### config.mk
export PLATFORM = sky130hd
export DESIGN_NAME = hamming_neighbor_enumerator
export DESIGN_NICKNAME = d
export VERILOG_FILES = /design/src/hw/rtl/hne_pkg.sv /design/src/hw/rtl/hamming_neighbor_enumerator.sv /design/src/hw/rtl/hne_in_reg.sv /design/src/hw/rtl/hne_mask_step.sv
export VERILOG_INCLUDE_DIRS = /design/src /design/src/hw/rtl
export SDC_FILE = /design/constraint.sdc
export NUM_CORES = 1
export LEC_CHECK = 0
export BUFFER_PORTS_ARGS = -buffer_cell sky130_fd_sc_hd__buf_2
export CORE_UTILIZATION = 60
export DETAILED_ROUTE_END_ITERATION = 16
export GPL_TIMING_DRIVEN = 0
export PLACE_DENSITY = 0.85
export SLEW_MARGIN = 0
export SYNTH_ARGS = -nofsm -noshare
export SYNTH_HDL_FRONTEND = slang
export SYNTH_SLANG_ARGS = --single-unit
export TNS_END_PERCENT = 10
### constraint.sdc
create_clock -name clk_i -period 5.6 [get_ports clk_i]
set_clock_uncertainty 0.2 [all_clocks]
set_input_delay 0.28 -clock clk_i [delete_from_list [all_inputs] [get_ports clk_i]]
set_output_delay 0.28 -clock clk_i [all_outputs]
set_load 0.01 [all_outputs]
### src/hw/rtl/hamming_neighbor_enumerator_defines.svh
// Assertion macros used by the enumerator top level.
`ifndef HAMMING_NEIGHBOR_ENUMERATOR_DEFINES_SVH
`define HAMMING_NEIGHBOR_ENUMERATOR_DEFINES_SVH

`ifndef ASSERT_OFF

`define HNE_ASSERT(name, clk, rst_n, prop) \
  name: assert property (@(posedge clk) disable iff (!rst_n) prop) \
    else $error("hne assertion failed");

`define HNE_ASSERT_NEVER(name, clk, rst_n, cond) \
  name: assert property (@(posedge clk) disable iff (!rst_n) !(cond)) \
    else $error("hne forbidden condition seen");

`else

`define HNE_ASSERT(name, clk, rst_n, prop)

`define HNE_ASSERT_NEVER(name, clk, rst_n, cond)

`endif

`endif

### src/hw/rtl/hne_pkg.sv
// Types and constants shared by the Hamming neighbor enumerator.
package hne_pkg;

  localparam int unsigned DataBits = 16;
  localparam int unsigned DistBits = 5;

  typedef enum logic {
    CMD_START = 1'b0,
    CMD_NEXT  = 1'b1
  } cmd_e;

  typedef struct packed {
    cmd_e                cmd;
    logic [DataBits-1:0] base_word;
  } in_word_t;

  typedef struct packed {
    logic more_left;
    logic neighbor_valid;
  } out_flags_t;

endpackage

### src/hw/rtl/hamming_neighbor_enumerator.sv
// Top level: Hamming neighbor enumerator with stream ports and a distance register.
// A start word (tuser = 0) loads the base in tdata and arms the first mask of
// weight flip_distance; each next word (tuser = 1) returns base XOR the current
// mask, masks running in descending numeric order, then steps the mask. Every
// input word yields exactly one output word. Throughput is one word per cycle
// while the output is not stalled; a word passes the input register and then
// the result register, with the mask step done between them. The new distance
// written on the config port takes effect at the next start.
`include "hamming_neighbor_enumerator_defines.svh"

module hamming_neighbor_enumerator #(
  parameter int unsigned WORD_BITS = 16
) (
  input  logic        clk_i,
  input  logic        rst_ni,
  input  logic        cfg_we_i,
  input  logic [4:0]  cfg_wdata_i,     // flip_distance
  input  logic        s_axis_tvalid_i,
  output logic        s_axis_tready_o,
  input  logic [15:0] s_axis_tdata_i,  // [15:0] base_word
  input  logic [0:0]  s_axis_tuser_i,  // [0] cmd
  output logic        m_axis_tvalid_o,
  input  logic        m_axis_tready_i,
  output logic [15:0] m_axis_tdata_o,  // [15:0] neighbor_word
  output logic [1:0]  m_axis_tuser_o   // [0] neighbor_valid, [1] more_left
);

  localparam int unsigned DataW    = hne_pkg::DataBits;
  localparam int unsigned DistW    = hne_pkg::DistBits;
  localparam int unsigned BaseBits = (WORD_BITS < DataW) ? WORD_BITS : DataW;

  hne_pkg::in_word_t  in_word;
  hne_pkg::in_word_t  s1_word;
  logic               s1_valid;
  logic               s1_ready;
  logic               adv;

  logic [DistW-1:0]     dist_q;
  logic [BaseBits-1:0]  held_base_q, held_base_d;
  logic [WORD_BITS-1:0] mask_q, mask_d;
  logic                 pend_q, pend_d;
  logic [WORD_BITS-1:0] start_mask;
  logic [WORD_BITS-1:0] next_mask;
  logic                 has_next;
  logic                 dist_over;

  logic                 out_valid_q;
  logic [DataW-1:0]     out_word_q, out_word_d;
  hne_pkg::out_flags_t  out_flags_q, out_flags_d;

  assign in_word.cmd       = hne_pkg::cmd_e'(s_axis_tuser_i[0]);
  assign in_word.base_word = s_axis_tdata_i;

  hne_in_reg u_in_reg (
    .clk_i   (clk_i),
    .rst_ni  (rst_ni),
    .valid_i (s_axis_tvalid_i),
    .ready_o (s_axis_tready_o),
    .word_i  (in_word),
    .valid_o (s1_valid),
    .ready_i (s1_ready),
    .word_o  (s1_word)
  );

  hne_mask_step #(
    .WordBits (WORD_BITS)
  ) u_mask_step (
    .mask_i      (mask_q),
    .next_mask_o (next_mask),
    .has_next_o  (has_next)
  );

  assign s1_ready  = !out_valid_q || m_axis_tready_i;
  assign adv       = s1_valid && s1_ready;
  assign dist_over = 32'(dist_q) > 32'(WORD_BITS);

  // top dist_q bits set
  always_comb begin
    for (int j = 0; j < int'(WORD_BITS); j++) begin
      start_mask[j] = (32'(j) + 32'(dist_q)) >= 32'(WORD_BITS);
    end
  end

  always_comb begin
    held_base_d                = held_base_q;
    mask_d                     = mask_q;
    pend_d                     = pend_q;
    out_word_d                 = '0;
    out_flags_d.neighbor_valid = 1'b0;
    case (s1_word.cmd)
      hne_pkg::CMD_START: begin
        held_base_d = s1_word.base_word[BaseBits-1:0];
        if (dist_over) begin
          mask_d = '0;
          pend_d = 1'b0;
        end else begin
          mask_d = start_mask;
          pend_d = 1'b1;
        end
      end
      hne_pkg::CMD_NEXT: begin
        if (pend_q) begin
          out_word_d                 = DataW'(held_base_q ^ mask_q[BaseBits-1:0]);
          out_flags_d.neighbor_valid = 1'b1;
          if (has_next) begin
            mask_d = next_mask;
          end else begin
            mask_d = '0;
            pend_d = 1'b0;
          end
        end
      end
      default: begin
      end
    endcase
    out_flags_d.more_left = pend_d;
  end

  always_ff @(posedge clk_i or negedge rst_ni) begin
    if (!rst_ni) begin
      dist_q      <= DistW'(1);
      held_base_q <= '0;
      mask_q      <= '0;
      pend_q      <= 1'b0;
      out_valid_q <= 1'b0;
    end else begin
      if (cfg_we_i) begin
        dist_q <= cfg_wdata_i;
      end
      if (adv) begin
        held_base_q <= held_base_d;
        mask_q      <= mask_d;
        pend_q      <= pend_d;
        out_valid_q <= 1'b1;
      end else if (m_axis_tready_i) begin
        out_valid_q <= 1'b0;
      end
    end
  end

  always_ff @(posedge clk_i) begin
    if (adv) begin
      out_word_q  <= out_word_d;
      out_flags_q <= out_flags_d;
    end
  end

  assign m_axis_tvalid_o = out_valid_q;
  assign m_axis_tdata_o  = out_word_q;
  assign m_axis_tuser_o  = out_flags_q;

  `HNE_ASSERT(a_idle_mask_zero, clk_i, rst_ni, !pend_q |-> (mask_q == '0))
  `HNE_ASSERT(a_next_yields, clk_i, rst_ni, (adv && (s1_word.cmd == hne_pkg::CMD_NEXT) && pend_q) |=> (out_valid_q && out_flags_q.neighbor_valid))
  `HNE_ASSERT(a_empty_accepts, clk_i, rst_ni, !out_valid_q |-> s_axis_tready_o)
  `HNE_ASSERT_NEVER(a_word_without_valid, clk_i, rst_ni, out_valid_q && !out_flags_q.neighbor_valid && (out_word_q != '0))

endmodule

### src/hw/rtl/hne_in_reg.sv
// Input register stage of the enumerator.
module hne_in_reg (
  input  logic             clk_i,
  input  logic             rst_ni,
  input  logic             valid_i,
  output logic             ready_o,
  input  hne_pkg::in_word_t word_i,
  output logic             valid_o,
  input  logic             ready_i,
  output hne_pkg::in_word_t word_o
);

  logic             valid_q;
  hne_pkg::in_word_t word_q;

  assign ready_o = !valid_q || ready_i;
  assign valid_o = valid_q;
  assign word_o  = word_q;

  always_ff @(posedge clk_i or negedge rst_ni) begin
    if (!rst_ni) begin
      valid_q <= 1'b0;
    end else if (ready_o) begin
      valid_q <= valid_i;
    end
  end

  always_ff @(posedge clk_i) begin
    if (valid_i && ready_o) begin
      word_q <= word_i;
    end
  end

endmodule

### src/hw/rtl/hne_mask_step.sv
// Next smaller flip mask of the same weight.
module hne_mask_step #(
  parameter int unsigned WordBits = 16
) (
  input  logic [WordBits-1:0] mask_i,
  output logic [WordBits-1:0] next_mask_o,
  output logic                has_next_o
);

  localparam int unsigned IdxBits = (WordBits > 1) ? $clog2(WordBits) : 1;
  localparam int unsigned ShBits  = $clog2(WordBits + 1);
  localparam logic [WordBits-1:0] One = WordBits'(1);

  logic [WordBits-1:0] inc;
  logic [WordBits-1:0] low_zero;
  logic [WordBits-1:0] trimmed;
  logic [WordBits-1:0] top_bit;
  logic [WordBits-1:0] sub_val;
  logic [IdxBits-1:0]  ones_run;
  logic [ShBits-1:0]   sh_amt;

  // m = H 1 0^a 1^k  ->  H 0 1^(k+1) 0^(a-1)  =  (m & (m+1)) - 2^(p-k-1)
  assign inc      = mask_i + One;
  assign trimmed  = mask_i & inc;
  assign low_zero = ~mask_i & inc;
  assign top_bit  = trimmed & (~trimmed + One);

  always_comb begin
    ones_run = '0;
    for (int i = 0; i < int'(WordBits); i++) begin
      if (low_zero[i]) begin
        ones_run = ones_run | IdxBits'(i);
      end
    end
  end

  assign sh_amt      = ShBits'(ones_run) + ShBits'(1);
  assign sub_val     = top_bit >> sh_amt;
  assign next_mask_o = trimmed - sub_val;
  assign has_next_o  = |trimmed;

endmodule

Word-level counts from Yosys, hierarchy flattened. Cells that the tools add are included.

Bits in registers: 75. Input port bits: 27. Logic and storage cells: 93. Output and inout bits: 20.

Reduce and logical (&&, ||, !) cells: 11. Shifts and indexed selects: 1. Muxes and demuxes: 26. $add $sub $neg: 19. Eq/ne operators: 1. Bitwise operators: 7. Order comparisons: 17.

Operators with widths (count): greater-or-equal comparator 6 x 5 -> 1 bit (second input constant) (15); adder 4 x 5 -> 6 bit (first input constant) (8); AND 16 bit (3); two-way mux 16 bit (3); adder 16 x 1 -> 16 bit (second input constant) (2); two-way mux 4 bit (8); inverter 16 bit (2); one-hot mux 16 bit (2 select lines) (1); adder 3 x 5 -> 6 bit (first input constant) (4); OR reduction 16 bit (1); >> shifter 16 x 5 -> 16 bit (1); subtractor 16 bit (1); XOR 16 bit (1); adder 2 x 5 -> 6 bit (first input constant) (2); two-way mux 3 bit (4); two-way mux 1 bit (7); adder 1 x 5 -> 6 bit (first input constant) (1); AND reduction 2 bit (3); adder 4 x 1 -> 5 bit (second input constant) (1); greater-or-equal comparator 5 bit (second input constant) (1); greater-than comparator 5 bit (second input constant) (1); two-way mux 2 bit (2); logical AND 1 bit (2); logical NOT 1 bit (2); 5 further kinds (6).

Depth between registers and ports, before layout. Gate-level depths: netlist of run 1.

Depth in word-level cells: 23. Mapped depth: 25. Gate-level depth less buffers: 22.

Cells and area by module. From an unflattened synthesis of run 1, not the netlist that was laid out.

Cell total of the unflattened synthesis: 567. Area, all modules: 5161.2 µm².

Modules (own cells, without submodules): hamming_neighbor_enumerator (cells an instance 214, area each 2563.7 µm², times used 1); hne_mask_step (cells an instance 332, area each 2033.2 µm², times used 1); hne_in_reg (cells an instance 21, area each 564.3 µm², times used 1).

Worst setup path before layout of run 1. OpenSTA, ideal clock, no wires.

Path type: flip-flop to flip-flop. Start: register mask_q[1]. End: register mask_q[14]. Required time: 5.274 ns. Stages on the path, launching flop included: 24. Buffers on the path: 4. Arrival: 4.545 ns. Period minus slack after synthesis: 4.871 ns. Slack: 0.729 ns. Library setup time: 0.126 ns. Cell sequence: dfrtp_1 > buf_4 > nand4_2 > buf_2 > nor4_2 > nand2_1 > nand2_1 > buf_4 > clkbuf_1 > a21oi_1 > o211ai_1 > o21ai_0 > fa_1 > a21o_1 > a21oi_1 > o21bai_1 > a21oi_1 > o21bai_1 > a211oi_1 > o21ai_0 > a41oi_1 > xnor2_1 > a221oi_1 > nor2_1.

Longest elaborated chain between the ends: 23.

Ends and longest elaborated chain: from (decl) (RTL line hamming_neighbor_enumerator.sv:40) `logic [WORD_BITS-1:0] mask_q, mask_d;`; from (signal assigned) (RTL line hamming_neighbor_enumerator.sv:132) `mask_q <= mask_d;`; adder 16 x 1 -> 16 bit or inverter 16 bit (tied branches) (RTL line hne_mask_step.sv:23, hne_mask_step.sv:25); AND 16 bit (RTL line hne_mask_step.sv:25) `assign low_zero = ~mask_i & inc;`; two-way mux 1 bit (RTL line hne_mask_step.sv:31) `if (low_zero[i]) begin`; two-way mux 2 bit (2 in series) (RTL line hne_mask_step.sv:31); two-way mux 3 bit (4 in series) (RTL line hne_mask_step.sv:31); two-way mux 4 bit (8 in series) (RTL line hne_mask_step.sv:31); adder 4 x 1 -> 5 bit (RTL line hne_mask_step.sv:37) `assign sh_amt = ShBits'(ones_run) + ShBits'(1);`; >> shifter 16 x 5 -> 16 bit (RTL line hne_mask_step.sv:38) `assign sub_val = top_bit >> sh_amt;`; subtractor 16 bit (RTL line hne_mask_step.sv:39) `assign next_mask_o = trimmed - sub_val;`; two-way mux 16 bit * (RTL line hamming_neighbor_enumerator.sv:105) `if (has_next) begin`; two-way mux 16 bit * (RTL line hamming_neighbor_enumerator.sv:102) `if (pend_q) begin`; one-hot mux 16 bit (2 select lines) * (RTL line hamming_neighbor_enumerator.sv:90) `case (s1_word.cmd)`.

Mark *: on every way between the ends. The rest lies on a longest branch, timed or not. The select of a mux whose other input is x is not followed. A chain may end at the register's enable or synchronous reset.

Final worst setup path of run 1.
Start: register mask_q[0]. End: register mask_q[14].

Longest elaborated chain between the ends: 23.

Ends and longest elaborated chain: adder 16 x 1 -> 16 bit (RTL line hne_mask_step.sv:23) `assign inc = mask_i + One;`; AND 16 bit (RTL line hne_mask_step.sv:25); two-way mux 1 bit (RTL line hne_mask_step.sv:31); two-way mux 2 bit (2 in series) (RTL line hne_mask_step.sv:31); two-way mux 3 bit (4 in series) (RTL line hne_mask_step.sv:31); two-way mux 4 bit (8 in series) (RTL line hne_mask_step.sv:31); adder 4 x 1 -> 5 bit (RTL line hne_mask_step.sv:37); >> shifter 16 x 5 -> 16 bit (RTL line hne_mask_step.sv:38); subtractor 16 bit (RTL line hne_mask_step.sv:39); two-way mux 16 bit * (RTL line hamming_neighbor_enumerator.sv:105); two-way mux 16 bit * (RTL line hamming_neighbor_enumerator.sv:102); one-hot mux 16 bit (2 select lines) * (RTL line hamming_neighbor_enumerator.sv:90).

Marks and branches as above.

==> results.toml, run 1 <==
[outcome]
run_status = "finished, final reports clean"

[finish]
area.sequential_sq_um = 2050
final.fill_count = 576
diodes = 0
commonest_cells_after_routing_fill_and_taps_aside = "sky130_fd_sc_hd__nor2_1, sky130_fd_sc_hd__buf_2, sky130_fd_sc_hd__nand2_1, sky130_fd_sc_hd__dfrtp_1, sky130_fd_sc_hd__edfxtp_1"
final_util = 0.738
area.growth.synth_to_final_pct = 19.6
number_of_non_filler_instances_in_the_completed_layout = 725
layout_commonest_cell = "sky130_fd_sc_hd__nor2_1"
finish.net_count = 658
multi_input_comb_area_sq_um = 2850
final_cell_area_sq_um = 6030
drive_gt1_frac = 0.232

[setup_path]
worst_path_fanout_max = 10
category_of_the_worst_setup_path_launch_point = "flip-flop"
worst-setup-path-type = "reg2reg"
worst-r2r-cell-count = 23
cp.arrival_ns = 5.41
setup.worst_path.end_class = "flip-flop"
crit_required_ns = 5.65

[sta]
worst_hold_slack_ns = 0.00631
hold_viol_final = 0
worst_slew_margin_rel = 0.402
fin_crit_ns = 5.36
timing.final.setup_violations = 0
worst_slew_pin_slew_ns = 0.897
setup_total_negative_slack_ns = 0
layout_worst_path_cycle_share = 0.957
drv_slew = 0
fmax_mhz = 187
fin_ws_ns = 0.239

[route]
wire_per_inst_um = 19.0
wirelength_um = 13700
detailroute.via_count = 4457
antenna_violating_nets_left = 0
number_of_detailed_route_iterations_in_the_first_pass = 5
drt_first_iter_violations = 461
route.detailed.drc = 0
vias_per_cell = 6.15

[floorplan]
placement_rows = 33
die_w_um = 93.7
die_h_um = 93.7
dieArea_sq_um = 8770
design.core.area_sq_um = 8180
design.portCount = 47
effective_utilization_at_floorplan = 0.617

[logic_synthesis]
synth_enable_flop_cells = 35
synth_nets = 572
synth.yosys.seq_area_share = 0.407
ys_async_sr_fraction = 0.533
mappedNetlistArea_sq_um = 5040
synth_area_leaders = "sky130_fd_sc_hd__edfxtp_1, sky130_fd_sc_hd__dfrtp_1, sky130_fd_sc_hd__mux2_2, sky130_fd_sc_hd__nor2_1, sky130_fd_sc_hd__xnor2_1"
synth.largest_area_cell = "sky130_fd_sc_hd__edfxtp_1"
syn-instance-count = 529
synth_top_cell_area_share = 0.208
synth.avg_cell_area_sq_um = 9.53
ys_ff_latch = 75
ys_dominant_reg_cell = "sky130_fd_sc_hd__dfrtp_1"
distinct_cells_synth = 76
ys.warnings.count = 0

[placement]
dp.cells = 680
setup_ws_pre_cts_ns = -0.222
placed_wire_length_estimate_um = 9600
globalplace.congestion = 0.955
place.port_buffers = 46
post_dp_cell_area_sq_um = 5400

[min_path]
hold-path-cell-count = 3
min_path_type = "in2reg"

[cts]
clkSlewWorstSetupHoldPaths_ns = 0.09
clk-insertion-delay-late_ns = 0.36
cts_htree_levels = 3
cts_num_sinks = 75
cts_tree = "done"
cts_buf_count = 9
cts.root.buffer_cell = "sky130_fd_sc_hd__clkbuf_8"
ctsLongestPathBuffers = 2

[power]
pwr_density_cell_nw_per_um2 = 590
static-leakage-power_nw = 2.38
power_mw = 3.56
power.ir.vdd_worst_mv = 0.333

[grt]
grt_use_met3 = 0.0566
initial_antenna_violation_count = 0
first_global_vias = 4463
global_route.usage.met2 = 0.581
grt_pass1_wl_um = 21600
grt_start_max_net_pins = 41
use_met1 = 0.397
grt.overflow.total = 0
grt-busiest-layer = "met2"
groute.usage.overall = 0.329

[job]
timing.max_cap.violations = 0
-- where the power goes --
part / switching (mW) / leakage [nW] / internal (mW)
clock network: 0.223 / 0.128 / 0.305
registers: 0.0814 / 0.802 / 0.702
logic: 1.36 / 1.45 / 0.889
total: 1.66 / 2.38 / 1.90
-- layout make-up --
| cell class | count | area share |
|---|---|---|
| plain buffers | 31 | 0.0288 |
| clock buffers | 9 | 0.0205 |
| clock inverters | 7 | 0.0216 |
| inverters | 14 | 0.00871 |
| multi-input cells | 408 | 0.472 |
| flip-flops and latches | 75 | 0.340 |
| well taps | 105 | 0.0218 |
| repair buffers | 76 | 0.0859 |
-- cell usage after synthesis, drive strengths merged (14+ instances only) --
master / count
a21oi: 34
buf: 18
clkbuf: 14
dfrtp: 39
edfxtp: 35
ha: 15
inv: 14
mux2: 21
nand2: 46
nand2b: 16
nand3: 15
nor2: 63
o21ai: 34
xnor2: 25
-- path summary, 6_finish.rpt --
path / from / to / slack (ns)
max in group asynchronous: rst_ni / held_base_q[11] / 4.24
setup / recovery: mask_q[0] / mask_q[14] / 0.24
setup reg to reg: mask_q[0] / mask_q[14] / 0.24
hold / removal: m_axis_tready_i / m_axis_tvalid_o / 0.006
hold reg to reg: u_in_reg.word_o[6] / held_base_q[6] / 0.29
min in group asynchronous: rst_ni / mask_q[13] / 0.38
-- per-layer routing --
metal | vias to the layer above | part of all wire | wire length (um)
li1 | 2082 | - | -
met1 | 2130 | 0.40 | 5550
met2 | 196 | 0.49 | 6800
met3 | 49 | 0.064 | 878
met4 | 0 | 0.038 | 516
met5 | - | 0 | 0
-- sequential cells by signal, indices dropped and copies added (netlist names) --
| name | flops |
|---|---|
| m_axis_tvalid_o | 1 |
| u_in_reg.word_o | 17 |
| m_axis_tuser_o | 2 |
| mask_q | 16 |
| pend_q | 1 |
| m_axis_tdata_o | 16 |
| u_in_reg.valid_o | 1 |
| dist_q | 5 |
| held_base_q | 16 |
-- repair_timing --
action | in CTS | in global routing
setup endpoints to repair | 1 | 3
hold buffers | 25 | 0
gates resized for setup | 4 | 20
pin swaps | 1 | 3
endpoints found under the hold margin | 62 | 0
setup buffers | 1 | 4
-- worst max-delay path: stages, from the launching register on --
cell	delay [ns]
sky130_fd_sc_hd__dfrtp_1	0.37
sky130_fd_sc_hd__buf_4	0.18
sky130_fd_sc_hd__nand4_2	0.13
sky130_fd_sc_hd__buf_2	0.29
sky130_fd_sc_hd__a2111oi_2	0.07
sky130_fd_sc_hd__nor3_2	0.47
sky130_fd_sc_hd__nand2_4	0.16
sky130_fd_sc_hd__buf_4	0.22
sky130_fd_sc_hd__clkbuf_4	0.20
sky130_fd_sc_hd__o221a_2	0.29
sky130_fd_sc_hd__o211ai_1	0.09
sky130_fd_sc_hd__o21ai_1	0.15
sky130_fd_sc_hd__fa_1	0.46
sky130_fd_sc_hd__a21o_1	0.21
sky130_fd_sc_hd__a21oi_2	0.19
sky130_fd_sc_hd__o21bai_1	0.10
sky130_fd_sc_hd__a21oi_2	0.19
sky130_fd_sc_hd__o21bai_1	0.12
sky130_fd_sc_hd__a211oi_2	0.25
sky130_fd_sc_hd__o21ai_0	0.16
sky130_fd_sc_hd__a41oi_1	0.27
sky130_fd_sc_hd__xnor2_1	0.16
sky130_fd_sc_hd__a221oi_2	0.27
sky130_fd_sc_hd__nor2_1	0.06
-- cell families (layout without fill, tap and decap cells) --
| kind of cell | Yosys count | after routing | share of synthesized area |
|---|---|---|---|
| xor+xnor | 28 | 28 | 0.0486 |
| simple gates | 199 | 199 | 0.202 |
| buf+inv | 46 | 137 | 0.0447 |
| compound gates | 134 | 134 | 0.189 |
| mux | 31 | 31 | 0.0668 |
| fa+ha+maj | 16 | 16 | 0.0412 |
| flops | 75 | 75 | 0.407 |
No activity file was read; power rests on OpenSTA's default activity.
==> run 2, diff against run 1 <==
MAX_ROUTING_LAYER = met4   (was default)
==> results.toml, run 2 (synthesis gave the netlist of run 1 again) <==
[cts]
clkSlewWorstSetupHoldPaths_ns = 0.08
cts.root.buffer_cell = "sky130_fd_sc_hd__clkbuf_8"
clk-insertion-delay-late_ns = 0.36
cts_buf_count = 9
cts_num_sinks = 75
cts_htree_levels = 3
cts_tree = "done"
ctsLongestPathBuffers = 2

[grt]
first_global_vias = 4330
use_met1 = 0.423
grt_start_max_net_pins = 41
grt_pass1_wl_um = 21800
initial_antenna_violation_count = 0
grt.overflow.total = 0
grt_use_met3 = 0.0477
grt-busiest-layer = "met2"
global_route.usage.met2 = 0.564
groute.usage.overall = 0.342

[route]
number_of_detailed_route_iterations_in_the_first_pass = 5
detailroute.via_count = 4518
antenna_violating_nets_left = 0
wire_per_inst_um = 19.3
wirelength_um = 13900
vias_per_cell = 6.28
route.detailed.drc = 0
drt_first_iter_violations = 329

[sta]
timing.final.setup_violations = 0
worst_slew_margin_rel = 0.366
fmax_mhz = 186
drv_slew = 0
worst_hold_slack_ns = 0.0124
worst_slew_pin_slew_ns = 0.950
layout_worst_path_cycle_share = 0.962
hold_viol_final = 0
fin_crit_ns = 5.39

[floorplan]
dieArea_sq_um = 8770
effective_utilization_at_floorplan = 0.617
design.core.area_sq_um = 8180
die_h_um = 93.7
die_w_um = 93.7
placement_rows = 33
design.portCount = 47

[finish]
number_of_flip_flops_in_the_largest_register = 17
drive_gt1_frac = 0.223
layout_commonest_cell = "sky130_fd_sc_hd__nor2_1"
diodes = 0
number_of_non_filler_instances_in_the_completed_layout = 720
commonest_cells_after_routing_fill_and_taps_aside = "sky130_fd_sc_hd__nor2_1, sky130_fd_sc_hd__buf_2, sky130_fd_sc_hd__nand2_1, sky130_fd_sc_hd__dfrtp_1, sky130_fd_sc_hd__edfxtp_1"
area.growth.synth_to_final_pct = 17.8
finish.net_count = 653

[setup_path]
setup.worst_path.end_class = "flip-flop"
cpPeakStageDelay_ns = 0.48
cp.buffers_inverters = 3
category_of_the_worst_setup_path_launch_point = "flip-flop"
worst-setup-path-type = "reg2reg"
critPathSlowestCell = "sky130_fd_sc_hd__fa_1"
cp.arrival_ns = 5.43
worst_path_fanout_max = 9
cp_top_family = "compound AO/OA/AOI/OAI gates"
cp_cell_sequence = "buf_4 -> nand4_4 -> or2_0 -> buf_6 -> o32a_1 -> buf_6 -> mux2i_1 -> mux2_2 -> o221ai_2 -> o211ai_1 -> fa_1 -> a21o_1 -> a21oi_2 -> o21bai_1 -> a21oi_2 -> o21bai_1 -> a211oi_2 -> o21ai_0 -> a41oi_1 -> xnor2_1 -> a221oi_1 -> nor2_1"
crit_required_ns = 5.64

[placement]
placed_wire_length_estimate_um = 9850
globalplace.congestion = 0.962
dp.cells = 680
place.port_buffers = 46

[job]
timing.max_cap.violations = 0

[outcome]
run_status = "finished, final reports clean"

[min_path]
min_path_type = "in2reg"

[power]
static-leakage-power_nw = 2.33
power.ir.vdd_worst_mv = 0.322
pwr_density_cell_nw_per_um2 = 591
[run 2: cell count changes in the layout (fill, tap and decap cells not counted), moves of 2 or more]
cell,delta
sky130_fd_sc_hd__o21ai_1,-2
sky130_fd_sc_hd__buf_4,-4
sky130_fd_sc_hd__o22ai_1,+2
sky130_fd_sc_hd__inv_8,-2
sky130_fd_sc_hd__o22ai_2,-2
[run 2: area by class of cell]
| class | count | area [sq um] |
|---|---|---|
| Tap cell | 105 | 131 |
| Sequential cell | 75 | 2050 |
| Clock inverter | 6 | 90.1 |
| Multi-Input combinational cell | 408 | 2840 |
| Inverter | 14 | 52.6 |
| Fill cell | 585 | 2230 |
| Clock buffer | 10 | 128 |
| Timing Repair Buffer | 71 | 478 |
| Buffer | 31 | 174 |
[run 2: stage by stage]
step	setup slack [ns]	instance area (sq um)	utilization	power, mW	TNS, ns
after global placement	-0.0807	5400	0.661	2.86	-0.0807
after detailed placement	-0.162	5400	0.661	2.90	-0.162
final	0.213	5940	0.727	3.51	0
after global routing	-0.0416	5940	0.727	3.71	-0.0416
after floorplan	0.729	5040	-	2.39	0
after CTS	0.0148	5870	0.718	3.39	0
[run 2: worst paths after layout]
check | startpoint | endpoint | slack [ns] | depth (start not counted)
hold reg to reg | u_in_reg.word_o[3] | held_base_q[3] | 0.28 | 1
min in group asynchronous | rst_ni | mask_q[11] | 0.40 | 2
setup / recovery | mask_q[6] | mask_q[14] | 0.21 | 22
setup reg to reg | mask_q[6] | mask_q[14] | 0.21 | 22
max in group asynchronous | rst_ni | held_base_q[14] | 4.19 | 2
hold / removal | cfg_we_i | dist_q[4] | 0.01 | 2
[run 2: layer usage]
metal / vias to the layer above / wire (um)
met5: - / 0
li1: 2077 / -
met2: 210 / 6790
met3: 45 / 762
met1: 2186 / 5800
met4: 0 / 537
[run 2: power by group]
part,internal (mW),switching (mW),leakage (nW)
logic,0.872,1.40,1.43
registers,0.702,0.0788,0.802
clock network,0.252,0.206,0.107
total,1.83,1.69,2.33
[run 2: repair_timing]
item | CTS | global route
hold buffers | 24 | 0
endpoints found under the hold margin | 62 | 0
endpoints found under the setup margin | 1 | 3
resized for setup | 3 | 15
pin swaps | 0 | 1
buffers inserted | 0 | 1
